**config.mk**
```make
export PLATFORM = sky130hd
export DESIGN_NAME = delimiter_token_lexer
export DESIGN_NICKNAME = d
export VERILOG_FILES = /design/src/sv/dtl_pkg.sv /design/src/sv/dtl_lexer.sv /design/src/sv/dtl_rsp_queue.sv /design/src/sv/delimiter_token_lexer.sv
export SDC_FILE = /design/constraint.sdc
export NUM_CORES = 1
export LEC_CHECK = 0
export ABC_CLOCK_PERIOD_IN_PS = 3040
export BUFFER_PORTS_ARGS = -buffer_cell sky130_fd_sc_hd__buf_2
export CELL_PAD_IN_SITES_DETAIL_PLACEMENT = 1
export CELL_PAD_IN_SITES_GLOBAL_PLACEMENT = 2
export CORE_MARGIN = 2
export CORE_UTILIZATION = 40
export CTS_BUF_LIST = sky130_fd_sc_hd__clkbuf_16
export DETAILED_ROUTE_END_ITERATION = 10
export GPL_TIMING_DRIVEN = 0
export PLACE_DENSITY = 0.9
export SLEW_MARGIN = 20
export SYNTH_ARGS = -nofsm -noshare
export SYNTH_HDL_FRONTEND = slang
export SYNTH_SLANG_ARGS = --single-unit
export TNS_END_PERCENT = 20
```
**constraint.sdc**
```tcl
create_clock -name clock -period 3.04 [get_ports clock]
set_input_delay 0.608 -clock clock [delete_from_list [all_inputs] [get_ports clock]]
set_output_delay 0.608 -clock clock [all_outputs]
set_load 0.005 [all_outputs]
```
**src/sv/dtl_pkg.sv**
```systemverilog
// ----------------------------------------------------------------------------
// dtl_pkg
// Types and constants shared by the delimiter token lexer modules.
// ----------------------------------------------------------------------------
package dtl_pkg;

   localparam int NUM_DELIM_REGS = 4;
   localparam int QUEUE_DEPTH = 4;

   localparam logic [7:0] CHAR_TAB    = 8'd9;
   localparam logic [7:0] CHAR_LF     = 8'd10;
   localparam logic [7:0] CHAR_CR     = 8'd13;
   localparam logic [7:0] CHAR_SPACE  = 8'd32;
   localparam logic [7:0] CHAR_PERIOD = 8'd46;
   localparam logic [7:0] CHAR_ZERO   = 8'd48;
   localparam logic [7:0] CHAR_NINE   = 8'd57;

   typedef enum logic [2:0] {
      REG_DELIM_COUNT = 3'd0,
      REG_DELIM_A     = 3'd1,
      REG_DELIM_B     = 3'd2,
      REG_DELIM_C     = 3'd3,
      REG_DELIM_D     = 3'd4,
      REG_SKIP_MODE   = 3'd5
   } reg_index_type;

   typedef enum logic [1:0] {
      SKIP_NONE  = 2'd0,
      SKIP_SPACE = 2'd1,
      SKIP_WHITE = 2'd2,
      SKIP_ALIAS = 2'd3
   } skip_mode_type;

   typedef struct packed {
      logic [2:0]                          delim_count;
      logic [NUM_DELIM_REGS-1:0][7:0]      delim;
      skip_mode_type                       skip_mode;
   } cfg_type;

   typedef struct packed {
      logic [7:0] out_byte;
      logic       byte_valid;
      logic       token_done;
      logic       stream_done;
   } rsp_type;

   typedef struct packed {
      logic    valid;
      rsp_type rsp;
   } slot_type;

endpackage

```
**src/sv/dtl_lexer.sv**
```systemverilog
// ----------------------------------------------------------------------------
// dtl_lexer
// Token state and per-byte decision; yields up to two results per transfer.
// ----------------------------------------------------------------------------
module dtl_lexer #(
   parameter int MAX_DELIMITERS = 4
) (
   input  logic              clock,
   input  logic              reset,
   input  logic              take,
   input  logic [7:0]        in_byte,
   input  logic              is_final,
   input  dtl_pkg::cfg_type  cfg,
   output dtl_pkg::slot_type slot0,
   output dtl_pkg::slot_type slot1
);

   localparam int LIMIT = (MAX_DELIMITERS < dtl_pkg::NUM_DELIM_REGS) ?
                          MAX_DELIMITERS : dtl_pkg::NUM_DELIM_REGS;
   localparam logic [2:0] LIMIT_VAL = 3'(LIMIT);

   logic [7:0] held_byte_ff, held_byte_in;
   logic       held_valid_ff, held_valid_in;
   logic       held_starts_ff, held_starts_in;
   logic       token_open_ff, token_open_in;
   logic       first_digit_ff, first_digit_in;
   logic       period_seen_ff, period_seen_in;
   logic       ends_unless_ff, ends_unless_in;

   logic [7:0] c;
   logic       digit;
   logic       dl;
   logic       join_tok;
   logic       is_period;
   logic [2:0] count_eff;
   logic       held_drop;
   logic       cur_drop;

   function automatic logic droppable(input logic [7:0] b, input dtl_pkg::skip_mode_type m);
      logic r;
      r = 1'b0;
      case (m)
         dtl_pkg::SKIP_NONE:  r = 1'b0;
         dtl_pkg::SKIP_SPACE: r = (b == dtl_pkg::CHAR_SPACE);
         default:             r = (b == dtl_pkg::CHAR_SPACE) || (b == dtl_pkg::CHAR_LF) ||
                                  (b == dtl_pkg::CHAR_CR);
      endcase
      return r;
   endfunction

   always_comb begin
      c = (in_byte == dtl_pkg::CHAR_TAB) ? dtl_pkg::CHAR_SPACE : in_byte;
      digit = (c >= dtl_pkg::CHAR_ZERO) && (c <= dtl_pkg::CHAR_NINE);
      is_period = (c == dtl_pkg::CHAR_PERIOD);
      count_eff = (cfg.delim_count > LIMIT_VAL) ? LIMIT_VAL : cfg.delim_count;
      dl = 1'b0;
      for (int i = 0; i < LIMIT; i++) begin
         if ((3'(i) < count_eff) && (cfg.delim[i] == c)) begin
            dl = 1'b1;
         end
      end

      if (!held_valid_ff || !token_open_ff) begin
         join_tok = 1'b0;
      end else if (ends_unless_ff && !digit) begin
         join_tok = 1'b0;
      end else if (!dl) begin
         join_tok = 1'b1;
      end else begin
         join_tok = is_period && first_digit_ff && !period_seen_ff;
      end

      // held byte, now decided
      held_drop = held_starts_ff && !join_tok && droppable(held_byte_ff, cfg.skip_mode);
      slot0.valid = held_valid_ff && !held_drop;
      slot0.rsp.out_byte = held_byte_ff;
      slot0.rsp.byte_valid = 1'b1;
      slot0.rsp.token_done = !join_tok;
      slot0.rsp.stream_done = 1'b0;

      // final byte flushes at once
      cur_drop = !join_tok && droppable(c, cfg.skip_mode);
      slot1.valid = is_final;
      slot1.rsp.out_byte = cur_drop ? 8'd0 : c;
      slot1.rsp.byte_valid = !cur_drop;
      slot1.rsp.token_done = !cur_drop;
      slot1.rsp.stream_done = 1'b1;

      if (!join_tok) begin
         first_digit_in = digit;
         period_seen_in = is_period;
         token_open_in = dl ? is_period : 1'b1;
         ends_unless_in = dl && is_period;
      end else begin
         first_digit_in = first_digit_ff;
         period_seen_in = period_seen_ff || is_period;
         ends_unless_in = dl;
         token_open_in = 1'b1;
      end
      held_byte_in = c;
      held_valid_in = 1'b1;
      held_starts_in = !join_tok;

      if (is_final) begin
         held_byte_in = 8'd0;
         held_valid_in = 1'b0;
         held_starts_in = 1'b0;
         token_open_in = 1'b0;
         first_digit_in = 1'b0;
         period_seen_in = 1'b0;
         ends_unless_in = 1'b0;
      end
   end

   always_ff @(posedge clock) begin
      if (reset) begin
         held_byte_ff <= 8'd0;
         held_valid_ff <= 1'b0;
         held_starts_ff <= 1'b0;
         token_open_ff <= 1'b0;
         first_digit_ff <= 1'b0;
         period_seen_ff <= 1'b0;
         ends_unless_ff <= 1'b0;
      end else if (take) begin
         held_byte_ff <= held_byte_in;
         held_valid_ff <= held_valid_in;
         held_starts_ff <= held_starts_in;
         token_open_ff <= token_open_in;
         first_digit_ff <= first_digit_in;
         period_seen_ff <= period_seen_in;
         ends_unless_ff <= ends_unless_in;
      end
   end

endmodule

```
**src/sv/dtl_rsp_queue.sv**
```systemverilog
// ----------------------------------------------------------------------------
// dtl_rsp_queue
// Result queue; takes up to two results per cycle, hands out one.
// ----------------------------------------------------------------------------
module dtl_rsp_queue (
   input  logic              clock,
   input  logic              reset,
   input  dtl_pkg::slot_type push0,
   input  dtl_pkg::slot_type push1,
   input  logic              pop,
   output dtl_pkg::rsp_type  head,
   output logic              not_empty,
   output logic              room_for_two,
   output logic [$clog2(dtl_pkg::QUEUE_DEPTH):0] level
);

   localparam int PW = $clog2(dtl_pkg::QUEUE_DEPTH);
   localparam logic [PW:0] ROOM_MAX = (PW+1)'(dtl_pkg::QUEUE_DEPTH - 2);

   dtl_pkg::rsp_type mem_ff [dtl_pkg::QUEUE_DEPTH];
   logic [PW-1:0] wr_ptr_ff, wr_ptr_in;
   logic [PW-1:0] rd_ptr_ff, rd_ptr_in;
   logic [PW:0]   count_ff, count_in;
   logic [1:0]    push_n;
   logic          do_pop;
   dtl_pkg::rsp_type first;

   always_comb begin
      push_n = 2'(push0.valid) + 2'(push1.valid);
      first = push0.valid ? push0.rsp : push1.rsp;
      do_pop = pop && (count_ff != '0);
      wr_ptr_in = wr_ptr_ff + PW'(push_n);
      rd_ptr_in = rd_ptr_ff + PW'(do_pop);
      count_in = count_ff + (PW+1)'(push_n) - (PW+1)'(do_pop);
   end

   always_ff @(posedge clock) begin
      if (push_n != 2'd0) begin
         mem_ff[wr_ptr_ff] <= first;
      end
      if (push_n == 2'd2) begin
         mem_ff[wr_ptr_ff + PW'(1)] <= push1.rsp;
      end
   end

   always_ff @(posedge clock) begin
      if (reset) begin
         wr_ptr_ff <= '0;
         rd_ptr_ff <= '0;
         count_ff <= '0;
      end else begin
         wr_ptr_ff <= wr_ptr_in;
         rd_ptr_ff <= rd_ptr_in;
         count_ff <= count_in;
      end
   end

   assign head = mem_ff[rd_ptr_ff];
   assign not_empty = (count_ff != '0);
   assign room_for_two = (count_ff <= ROOM_MAX);
   assign level = count_ff;

endmodule

```
**src/sv/delimiter_token_lexer.sv**
```systemverilog
// ----------------------------------------------------------------------------
// delimiter_token_lexer
// Streaming byte lexer that marks token ends with one byte of look-behind.
// ----------------------------------------------------------------------------
// req_ carries one text byte per transfer, req_tlast marking the last byte.
// rsp_ carries one output byte per transfer with its token-end flag; tlast
// marks the result of the final byte. csr_ writes a register by index.
// Each byte is reported when the following byte arrives; the final byte is
// reported together with the byte before it. Results of a transfer go into
// the push register at that edge and into a four-entry result queue on the
// next; rsp_tvalid is high whenever the queue holds a result.
// req_tready is high while the queue and the push register together hold
// at most two results, so two more always fit. A stalled receiver backs up
// into req_ and nothing is lost. Sustained rate, while rsp_tready stays
// high: one byte per cycle; a final byte that yields two results costs a
// stall since the queue drains one result per cycle.
// Reset empties the queue, clears the token state and loads the default
// registers (one delimiter, space; skip mode off).
// ----------------------------------------------------------------------------
module delimiter_token_lexer #(
   parameter int MAX_DELIMITERS = 4
) (
   input  logic       clock,
   input  logic       reset,
   input  logic       req_tvalid,
   output logic       req_tready,
   input  logic [7:0] req_tdata,   // [7:0] in_byte
   input  logic       req_tlast,   // is_final
   output logic       rsp_tvalid,
   input  logic       rsp_tready,
   output logic [7:0] rsp_tdata,   // [7:0] out_byte
   output logic [1:0] rsp_tuser,   // [0] byte_valid, [1] token_done
   output logic       rsp_tlast,   // stream_done
   input  logic       csr_valid,
   output logic       csr_ready,
   input  logic [2:0] csr_index,
   input  logic [7:0] csr_data
);

   localparam int QW = $clog2(dtl_pkg::QUEUE_DEPTH);

   dtl_pkg::cfg_type  cfg_ff, cfg_in;
   dtl_pkg::slot_type slot0;
   dtl_pkg::slot_type slot1;
   dtl_pkg::slot_type push0_ff;
   dtl_pkg::slot_type push1_ff;
   dtl_pkg::rsp_type  head;
   logic              not_empty;
   logic              room_for_two;
   logic              take;
   logic [QW:0]       level;
   logic [QW:0]       queued_n;

   assign csr_ready = 1'b1;

   always_comb begin
      cfg_in = cfg_ff;
      if (csr_valid) begin
         unique case (dtl_pkg::reg_index_type'(csr_index))
            dtl_pkg::REG_DELIM_COUNT: cfg_in.delim_count = csr_data[2:0];
            dtl_pkg::REG_DELIM_A:     cfg_in.delim[0] = csr_data;
            dtl_pkg::REG_DELIM_B:     cfg_in.delim[1] = csr_data;
            dtl_pkg::REG_DELIM_C:     cfg_in.delim[2] = csr_data;
            dtl_pkg::REG_DELIM_D:     cfg_in.delim[3] = csr_data;
            dtl_pkg::REG_SKIP_MODE:   cfg_in.skip_mode = dtl_pkg::skip_mode_type'(csr_data[1:0]);
            default:                  cfg_in = cfg_ff;
         endcase
      end
   end

   always_ff @(posedge clock) begin
      if (reset) begin
         cfg_ff.delim_count <= 3'd1;
         cfg_ff.delim[0] <= dtl_pkg::CHAR_SPACE;
         cfg_ff.delim[1] <= dtl_pkg::CHAR_LF;
         cfg_ff.delim[2] <= dtl_pkg::CHAR_CR;
         cfg_ff.delim[3] <= 8'd0;
         cfg_ff.skip_mode <= dtl_pkg::SKIP_NONE;
      end else begin
         cfg_ff <= cfg_in;
      end
   end

   // room for two in the queue, counting what sits in the push register
   assign queued_n = level + (QW+1)'(push0_ff.valid) + (QW+1)'(push1_ff.valid);
   assign req_tready = room_for_two && (queued_n <= (QW+1)'(dtl_pkg::QUEUE_DEPTH - 2));
   assign take = req_tvalid && req_tready;

   dtl_lexer #(
      .MAX_DELIMITERS(MAX_DELIMITERS)
   ) u_lexer (
      .clock(clock),
      .reset(reset),
      .take(take),
      .in_byte(req_tdata),
      .is_final(req_tlast),
      .cfg(cfg_ff),
      .slot0(slot0),
      .slot1(slot1)
   );

   always_ff @(posedge clock) begin
      if (reset) begin
         push0_ff.valid <= 1'b0;
         push1_ff.valid <= 1'b0;
      end else begin
         push0_ff.valid <= take && slot0.valid;
         push1_ff.valid <= take && slot1.valid;
      end
      push0_ff.rsp <= slot0.rsp;
      push1_ff.rsp <= slot1.rsp;
   end

   dtl_rsp_queue u_queue (
      .clock(clock),
      .reset(reset),
      .push0(push0_ff),
      .push1(push1_ff),
      .pop(rsp_tready),
      .head(head),
      .not_empty(not_empty),
      .room_for_two(room_for_two),
      .level(level)
   );

   assign rsp_tvalid = not_empty;
   assign rsp_tdata = head.out_byte;
   assign rsp_tuser = {head.token_done, head.byte_valid};
   assign rsp_tlast = head.stream_done;

   a_level_bound: assert property (@(posedge clock) disable iff (reset)
      level <= (QW+1)'(dtl_pkg::QUEUE_DEPTH))
      else $error("result queue overflow");

   a_final_two: assert property (@(posedge clock) disable iff (reset)
      (take && req_tlast) |=> push1_ff.valid)
      else $error("final byte produced no flush result");

   a_valid_level: assert property (@(posedge clock) disable iff (reset)
      rsp_tvalid == (level != '0))
      else $error("rsp_tvalid disagrees with queue level");

   a_no_spurious: assert property (@(posedge clock) disable iff (reset)
      (push0_ff.valid || push1_ff.valid) |-> $past(take))
      else $error("result pushed without a transfer");

endmodule

```
# Word-level counts from Yosys, hierarchy flattened

Memory sizes are Yosys's and may differ from the RTL's. A register that Yosys moved wholly into a read port is not among the register bits.
Index checks and enable logic that the tools add are counted.

Logic and storage cells: 131
Input port bits: 25
RAM bits: 44
Bits in registers: 78
Output and inout port bits: 14
Memories: 1

Multiplexer cells: 29
Eq/ne operators: 20
Add/sub/neg operators: 8
Reduce and logical (&&, ||, !) cells: 42
Order comparisons: 9

Memories:

| name           | words | bits a word | rd ports | clocked after memory_dff | wr ports | RTL line            | RTL |
|---|---|---|---|---|---|---|---|
| u_queue.mem_ff | 4     | 11          | 1        | 1                        | 2        | dtl_rsp_queue.sv:20 | `dtl_pkg::rsp_type mem_ff [dtl_pkg::QUEUE_DEPTH];` |

Operators with widths:

| operator             | count |
|---|---|
| $eq A8 B4 Y1 const B | 5 |
| $eq A8 B8 Y1         | 4 |
| $eq A8 B6 Y1 const B | 3 |
| $mux W1              | 22 |
| $logic_and A1 B1 Y1  | 18 |
| $mux W8              | 2 |
| $reduce_and A2 Y1    | 7 |
| $mux W11             | 1 |
| $ge A8 B6 Y1 const B | 1 |
| $le A8 B6 Y1 const B | 1 |
| $logic_not A1 Y1     | 7 |
| $add A3 B1 Y3        | 2 |
| $eq A3 B2 Y1 const B | 2 |
| $eq A3 B3 Y1 const B | 2 |
| $le A3 B2 Y1 const B | 2 |
| $logic_or A1 B1 Y1   | 6 |
| $lt A1 B3 Y1 const A | 2 |
| $lt A2 B3 Y1 const A | 2 |
| $pmux W1 S2          | 2 |
| $add A3 B2 Y3        | 1 |
| $eq A3 B1 Y1 const B | 1 |
| $gt A3 B3 Y1 const B | 1 |
| $logic_not A3 Y1     | 1 |
| $mux W3              | 1 |
| 12 further kinds     | 12 |

# Longest topological paths before layout

Gate-level depths: netlist of run 1.

Word-level depth: 17
Mapped depth: 11

# Hierarchy

Synthesis of run 1 repeated with hierarchy kept, for this count alone.

Cells, all modules: 555
Area total of the unflattened synthesis: 6,408.6 um^2

By module, submodules not included:

| module                | cells each | area an instance (um^2) | times used | seq. area each (um^2) |
|---|---|---|---|---|
| dtl_rsp_queue         | 156        | 2,750.1                 | 1          | 1,461.4 |
| delimiter_token_lexer | 184        | 2,123.3                 | 1          | 1,221.2 |
| dtl_lexer             | 215        | 1,535.2                 | 1          | 280.3 |

# Worst setup path after synthesis of run 1

OpenSTA, ideal clock, no wires.

Path kind: input port to flip-flop
Start point: in req_tdata[0]
End point: reg u_lexer.first_digit_ff
Arrival time: 2,714 ps
Setup slack: 210 ps
Required time: 2,924 ps
Buffers on the path: 3
Stages on the path: 10
Cells stage by stage: buf_4 or4b_1 or2_0 mux2i_1 nor4_1 or4_1 buf_2 a21o_1 buf_6 a41o_1

Cells in the longest elaborated chain, start to end: 13
Elaborated cells on any way between the ends: 29

RTL lines:

| item                        | RTL line                    | RTL |
|---|---|---|
| start: declaration          | delimiter_token_lexer.sv:27 | `input logic [7:0] req_tdata,` |
| $eq A8 B4 Y1                | dtl_lexer.sv:52             | `c = (in_byte == dtl_pkg::CHAR_TAB) ? dtl_pkg::CHAR_SPACE : in_byte;` |
| $mux W8 (*)                 | dtl_lexer.sv:52             |  |
| $eq A8 B8 Y1                | dtl_lexer.sv:58             | `if ((3'(i) < count_eff) && (cfg.delim[i] == c)) begin` |
| $logic_and A1 B1 Y1         | dtl_lexer.sv:58             |  |
| $mux W1 (4 in series)       | dtl_lexer.sv:58             |  |
| $mux W1                     | dtl_lexer.sv:67             | `end else if (!dl) begin` |
| $mux W1                     | dtl_lexer.sv:65             | `end else if (ends_unless_ff && !digit) begin` |
| $mux W1                     | dtl_lexer.sv:63             | `if (!held_valid_ff \|\| !token_open_ff) begin` |
| $ne A2 B2 Y1 (no line)      | n/a                         |  |
| $reduce_and A2 Y1 (no line) | n/a                         |  |
| end signal: assignment      | dtl_lexer.sv:129            | `first_digit_ff <= first_digit_in;` |
| end: declaration            | dtl_lexer.sv:26             | `logic first_digit_ff, first_digit_in;` |

Every way passes the cells marked *; elsewhere a longest branch is shown, timed or not. The select of a mux whose other input is x is not followed.
A chain may end at the register's enable or synchronous reset.

# Worst setup path in the final report of run 1

Start point: reg push0_ff[11] in the netlist's numbering
End point: out req_tready

Cells in the longest elaborated chain, start to end: 4

RTL lines:

| item                        | RTL line                    | RTL |
|---|---|---|
| start: declaration          | delimiter_token_lexer.sv:45 | `dtl_pkg::slot_type push0_ff;` |
| $add A3 B1 Y3 (2 in series) | delimiter_token_lexer.sv:85 | `assign queued_n = level + (QW+1)'(push0_ff.valid) + (QW+1)'(push1_ff.valid);` |
| $le A3 B2 Y1                | delimiter_token_lexer.sv:86 | `assign req_tready = room_for_two && (queued_n <= (QW+1)'(dtl_pkg::QUEUE_DEPTH - 2));` |
| $logic_and A1 B1 Y1         | delimiter_token_lexer.sv:86 |  |
| end: declaration            | delimiter_token_lexer.sv:26 | `output logic req_tready,` |

Every way passes these cells.

==> results of run 1 <==
-- flip-flops by register name, indices dropped and copies added, names as in the netlist, 2 cells and up --
| name | count |
|---|---|
| push1_ff | 10 |
| u_queue.mem_ff | 44 |
| u_lexer.held_byte_ff | 8 |
| u_queue.rd_ptr_ff | 2 |
| u_queue.level | 3 |
| cfg_ff | 37 |
| push0_ff | 10 |
| u_queue.wr_ptr_ff | 2 |
-- logic make-up after synthesis --
| kind of cell | Yosys count |
|---|---|
| AO/OA/AOI/OAI | 125 |
| XOR/XNOR | 27 |
| adder cells (fa/ha/maj) | 10 |
| buffers and inverters | 52 |
| flip-flops | 122 |
| multiplexers | 34 |
| other | 1 |
| AND/OR/NAND/NOR | 173 |
-- area by class of cell --
cell class | instances | area (µm²)
fillers | 1535 | 7170
flip-flops and latches | 122 | 2840
multi-input cells | 370 | 2660
clock buffers | 18 | 450
well taps | 180 | 225
repair buffers | 35 | 178
plain buffers | 34 | 159
clock inverters | 14 | 131
inverters | 18 | 67.6
-- worst register-to-register path: stages (launching register included) --
cell and delay [ns]:
dfxtp_2 0.38, inv_1 0.11, fa_1 0.42, inv_1 0.07, ha_1 0.22, nor2b_1 0.16, a2111oi_4 0.31, nand2_2 0.21
clkbuf_1 0.30, nor3b_1 0.30, a21oi_1 0.07, nor2_1 0.10
-- Yosys cell counts, types with 7 or more instances --
library cell / number
dfxtp_1: 82
nor2_1: 54
nand2_1: 50
edfxtp_1: 40
a21oi_1: 37
a22o_1: 36
mux2i_1: 23
clkbuf_1: 22
xnor2_1: 21
inv_1: 18
mux4_2: 11
nor3_1: 10
nor2b_1: 9
ha_1: 8
nand3_1: 8
o21ai_0: 8
nor3b_1: 7
-- worst paths after layout --
| path | endpoint | depth (start not counted) |
|---|---|---|
| hold reg to reg | push0_ff[7] | 0 |
| setup reg to reg | u_lexer.held_byte_ff[4] | 11 |
| setup / recovery | req_tready | 7 |
| hold / removal | push0_ff[7] | 0 |
-- per-stage QoR --
stage / std cells / TNS (ns)
after detailed placement: 759 / -2.21
after floorplan: 544 / 0
final: 791 / 0
after global routing: 791 / 0
after CTS: 791 / 0
after global placement: 757 / -1.05
-- per-layer routing --
metal	vias to the layer above	GRT usage, %
li1	2097	-
met1	2202	25.2
met4	0	8.45
met5	-	0
met2	95	38.8
met3	27	5.21
-- report_power, final --
group          internal, µW  total (µW)  switching [µW]
Sequential             1810        1900            97.6
Clock                  1190        1980             790
Combinational           351         756             405
Total                  3340        4640            1290
-- timing repair --
action                                  in CTS  in global routing
endpoints found under the setup margin      10                 23
pin swaps                                    0                  0
resized for setup                            2                  6
==> metrics, run 1 <==
status finished, final reports clean; most frequent cells in the layout 81 x dfxtp_1, 54 x nor2_1, 49 x nand2_1; worst r2r src push0_ff[11]; Syn Std Cell Area 5670 µm²; Min-Delay Startpoint u_lexer.held_byte_ff[4]; total CTS buffers 17; Routed met2 length 8130 µm; pin count of the biggest net entering global routing 17; Area contributors post-synth dfxtp_1 29%, edfxtp_1 21%, a22o_1 5.6%; Seq/Total Area, Yosys 50.1%; CP endpoint kind output pin; diodes inserted 0; CTS Buffer Depth 2; max layer used met4; fin crit period 2.87 ns; Design Area, Final 6710 µm²; EDFF count, synth 40; worst path required time 2.43 ns; die height 123 µm; Synth warnings 0; CTS tree yes; critical path's slowest cell fa_1; post-synthesis xor/xnor area fraction 4.17%; port bufs 33; distinct cell type count after synthesis 61; Final nets 633; Max-slew headroom 33.2%; final-report max-slew violation count 0; worst setup path start push0_ff[11]; Post-CTS Hold Buffers 0; area share of and/or/nand/nor cells after synthesis 15.0%; worst-path maximum fanout 5; Overflow after GRT 0; Max Cap Viol 0; share of the synthesized area in the top cell type 28.9%; CTS sink cnt 122; Root Driver clkbuf_16; Yosys top cell by area dfxtp_1; ratio of cells with drive above 1 in the final layout 15.9%; Peak VDD IR 0.000389 V; initial antenna violation count 0; cells after synthesis 544; via count 4421; largest family of logic cells by synthesized area compound AO/OA/AOI/OAI gates; Metal-1 WL 6490 µm; Pwr Density 691 nW/µm²; Compound-Gate Fraction of Synth Area 15.8%; crit-path cells inv_1 -> fa_1 -> inv_1 -> ha_1 -> nor2b_1 -> a2111oi_4 -> buf_2; syn_nets 579; Setup WS post-layout 0.167 ns; final core occ 48.4%; RePlAce Congestion 0.812; Total GRT Usage 21.8%; area delta synth->final 18.3%; Setup CP Type flip-flop to output pin; Worst setup SP type flip-flop; Critical path buffers and inverters 3; drt wl/cell 19.6 µm; Max Clk Rate 0.348 GHz; Fin. Hold Viols 0; Setup-failing EPs final 0; first-pass iteration count of the detailed router 4; DRT antenna net count 0; first-pass GRT wire length 24600 µm; Total Power 4640 µW; most numerous cell on the critical path inv_1; Setup Buffers After CTS 0; Initial Util 40.9%; DP HPWL 11000 µm; CTS HTree Levels 4; Reg clk slew, reported paths 0.06 ns; Post-synth top flop dfxtp_1; Worst-Margin Slew 0.998 ns; vias per cell 5.59; Top Ports 39; hold_ws 0.381 ns; core footprint 13900 µm²; worst hold path class flip-flop to flip-flop; RSZ-0062 raised after global routing false; final WL 15500 µm; Clock Skew 0.00859 ns; Area after DPL 6110 µm²; mux contribution to synthesized area 8.43%; Worst EP arrival 2.26 ns; clock latency on the worst-skew pair 0.42 ns; pre-CTS setup slack -0.270 ns; # DRC 0; post-route clock period utilization 94.5%; Lkg Pwr 0.00251 µW; Async S/R FF share, synth 0%; Iteration-0 DRC Markers 238; CP peak stage delay 0.42 ns; adder-cell area share of the yosys netlist 2.47%; Reg2Reg Setup Slack 0.33 ns; Site Rows 43; delay-heaviest family, CP adder cells; most common cell after layout, fill and taps aside dfxtp_1; syn avg cell area 10.4 µm²; Chip Width 123 µm; DIE AREA 15200 µm²; vias in the first global route 4659; met3 routed WL 568 µm; FF+latch count, synth 122
(Power assumes the default switching activity.)
==> inputs of run 2 (changes only) <==
--- a/config.mk
+++ b/config.mk
@@ -5,16 +5,16 @@
 export SDC_FILE = /design/constraint.sdc
 export NUM_CORES = 1
 export LEC_CHECK = 0
-export ABC_CLOCK_PERIOD_IN_PS = 3040
+export ABC_CLOCK_PERIOD_IN_PS = 2400
 export BUFFER_PORTS_ARGS = -buffer_cell sky130_fd_sc_hd__buf_2
 export CELL_PAD_IN_SITES_DETAIL_PLACEMENT = 1
 export CELL_PAD_IN_SITES_GLOBAL_PLACEMENT = 2
 export CORE_MARGIN = 2
-export CORE_UTILIZATION = 40
+export CORE_UTILIZATION = 36
 export CTS_BUF_LIST = sky130_fd_sc_hd__clkbuf_16
 export DETAILED_ROUTE_END_ITERATION = 10
 export GPL_TIMING_DRIVEN = 0
-export PLACE_DENSITY = 0.9
+export PLACE_DENSITY = 0.86
 export SLEW_MARGIN = 20
 export SYNTH_ARGS = -nofsm -noshare
 export SYNTH_HDL_FRONTEND = slang
==> constraint.sdc (replaced) <==
create_clock -name clock -period 2.4 [get_ports clock]
set_input_delay 0.48 -clock clock [delete_from_list [all_inputs] [get_ports clock]]
set_output_delay 0.48 -clock clock [all_outputs]
set_load 0.005 [all_outputs]
==> run 2 against run 1 <==
The flow now finishes with violations (negative setup slack). Cell count grew 5.8%. Combinational power grew 47%. Count of clock-buffer cells in the layout shrank 1. Clock skew shrank 0.0018 ns. Sequential power grew 27%. Worst setup slack lost 0.26 ns. Worst hold slack lost 0.023 ns. Wire length grew 2.8%. Core utilization shrank 2.1 points. Non-clock buffer count grew 15. First-iteration DRC count shrank 10%. Critical path type unchanged. Critical endpoint unchanged. Largest cell class unchanged. Largest power group is now sequential cells.
==> metrics, run 2 (synthesis gave the netlist of run 1 again) <==
FF-to-FF End u_queue.level[2]; Worst Hold End cfg_ff[25]; final core occ 46.3%; worst setup path start u_queue.level[0]; clock group share of total power 39.1%; Setup TNS Final -0.179 ns; port bufs 33; CTS tree yes; Comb pwr share 19.1%; CTS HTree Levels 4; core footprint 15300 µm²; CP peak stage delay 0.38 ns; Setup WS post-layout -0.0879 ns; r2r worst-path depth 10; Net Sw Frac 27.1%; Initial Util 37.0%; diodes inserted 0; first-pass iteration count of the detailed router 4; via count 4438; Site Rows 45; failing checks negative setup slack; Clock Skew 0.00675 ns; vias in the first global route 4597; status complete, but fails checks; critical path's slowest cell fa_2; P_int 4210 µW; area delta synth->final 24.9%; hold depth 3; crit-path cells inv_2 -> fa_2 -> inv_2 -> ha_4 -> nor2b_4 -> a2111oi_4 -> buf_2; Top Ports 39; Total GRT Usage 19.7%; most common cell after layout, fill and taps aside dfxtp_1; ratio of cells with drive above 1 in the final layout 22.8%; die height 130 µm; DP HPWL 11000 µm; Min-Delay Startpoint csr_data[7]; Lkg Pwr 0.00263 µW; Seq pwr share 41.8%; CP endpoint kind output pin; Max-slew headroom 31.6%; worst r2r src u_queue.level[1]; fin crit period 2.49 ns; RePlAce Congestion 0.823; Final nets 648; max reg flops 44; CTS Buffer Depth 2; most frequent cells in the layout 79 x dfxtp_1, 53 x nor2_1, 49 x nand2_1; initial antenna violation count 0; Reg clk slew, reported paths 0.05 ns; Worst setup SP type flip-flop; Worst-Margin Slew 1.02 ns; post-route clock period utilization 104%; final-report max-slew violation count 0; Fin. Hold Viols 0; Setup CP Type flip-flop to output pin; Overflow after GRT 0; Peak VDD IR 0.000492 V; worst hold path class input port to flip-flop; worst path required time 1.92 ns; Root Driver clkbuf_16; CTS sink cnt 122; Reg2Reg Setup Slack -0.03 ns; most numerous cell on the critical path inv_2; Setup-failing EPs final 3; Pwr Density 816 nW/µm²; RSZ-0062 raised after global routing true; pin count of the biggest net entering global routing 17; Chip Width 130 µm; Top Registers u_queue.mem_ff (44), cfg_ff (37); first-pass GRT wire length 25000 µm; Max Cap Viol 0; worst-path maximum fanout 2; Worst EP arrival 2.01 ns; Sw Pwr 1570 µW; clock latency on the worst-skew pair 0.42 ns; # DRC 0; final WL 16000 µm; Max Clk Rate 0.402 GHz; Iteration-0 DRC Markers 214; vias per cell 5.30; most flop-heavy register u_queue.mem_ff; drt wl/cell 19.1 µm; DRT antenna net count 0; total CTS buffers 17; DIE AREA 16800 µm²
[run 2: cell count changes in the layout (fill, tap and decap cells not counted), moves of 3 or more]
cell | before | now
a21oi_1 | 37 | 34
buf_12 | 0 | 4
inv_2 | 0 | 3
clkbuf_1 | 22 | 17
buf_4 | 4 | 17
clkinvlp_4 | 1 | 4
buf_2 | 37 | 34
clkinv_1 | 0 | 3
clkinv_4 | 3 | 0
inv_6 | 5 | 0
buf_8 | 0 | 3
a21oi_2 | 0 | 3
[run 2: worst max-delay path: cells and delay by family (launching register included)]
| kind | cells | cell delay (ns) |
|---|---|---|
| compound gates | 1 | 0.27 |
| fa+ha+maj | 2 | 0.57 |
| buf+inv | 3 | 0.29 |
| flops | 1 | 0.33 |
| simple gates | 1 | 0.13 |
[run 2: how the worst max path moves through the flow]
| stage | to | slack, ns | cells after the start |
|---|---|---|---|
| 2_1_floorplan | u_lexer.first_digit_ff | -0.28 | 9 |
| 3_3_place_gp | u_lexer.first_digit_ff | -0.77 | 11 |
| 3_5_place_dp | u_lexer.first_digit_ff | -0.76 | 11 |
| 4_1_cts | req_tready | -0.11 | 7 |
| 5_1_grt | req_tready | -0.19 | 7 |
| 6_report | req_tready | -0.09 | 7 |
[run 2: area by class of cell]
cell class	count	area (µm²)
buffer	33	220
tap	211	264
sequential	122	2850
multi-input combinational	370	2830
fill	1711	8230
inverter	18	70.1
clock buffer	17	425
timing repair buffer	51	330
clock inverter	15	98.8
[run 2: per-stage QoR]
| step | total power (µW) | hold slack, ns | setup slack (ns) | cell area [µm²] | std cells |
|---|---|---|---|---|---|
| floorplan | 3070 | 0.351 | -0.276 | 5700 | 544 |
| global placement | 3350 | 0.367 | -0.771 | 6130 | 788 |
| detailed placement | 3410 | 0.369 | -0.759 | 6170 | 791 |
| CTS | 5760 | 0.346 | -0.110 | 6890 | 829 |
| global route | 6040 | 0.378 | -0.187 | 7090 | 837 |
| finish | 5780 | 0.357 | -0.0879 | 7090 | 837 |
[run 2: per-layer routing]
layer / global-route usage, % / vias up / share of wire, %
li1: - / 2120 / -
met1: 24.2 / 2221 / 45
met2: 34.1 / 79 / 51
met3: 3.43 / 18 / 3.1
met4: 8.79 / 0 / 1.4
met5: 0 / - / 0
[run 2: power groups by stage]
stage	Clock, µW	Combinational (µW)	Sequential (µW)
5_1_grt	2380	1230	2430
6_report	2260	1110	2410
2_1_floorplan	0	666	2410
3_3_place_gp	0	918	2430
3_5_place_dp	0	965	2450
4_1_cts	2300	1050	2410
[run 2: repair_timing]
item,CTS,global route
hold buffers,0,0
cloned,0,1
setup buffers,6,8
setup endpoints to repair,34,25
gates resized for setup,44,35
pin swaps,10,7
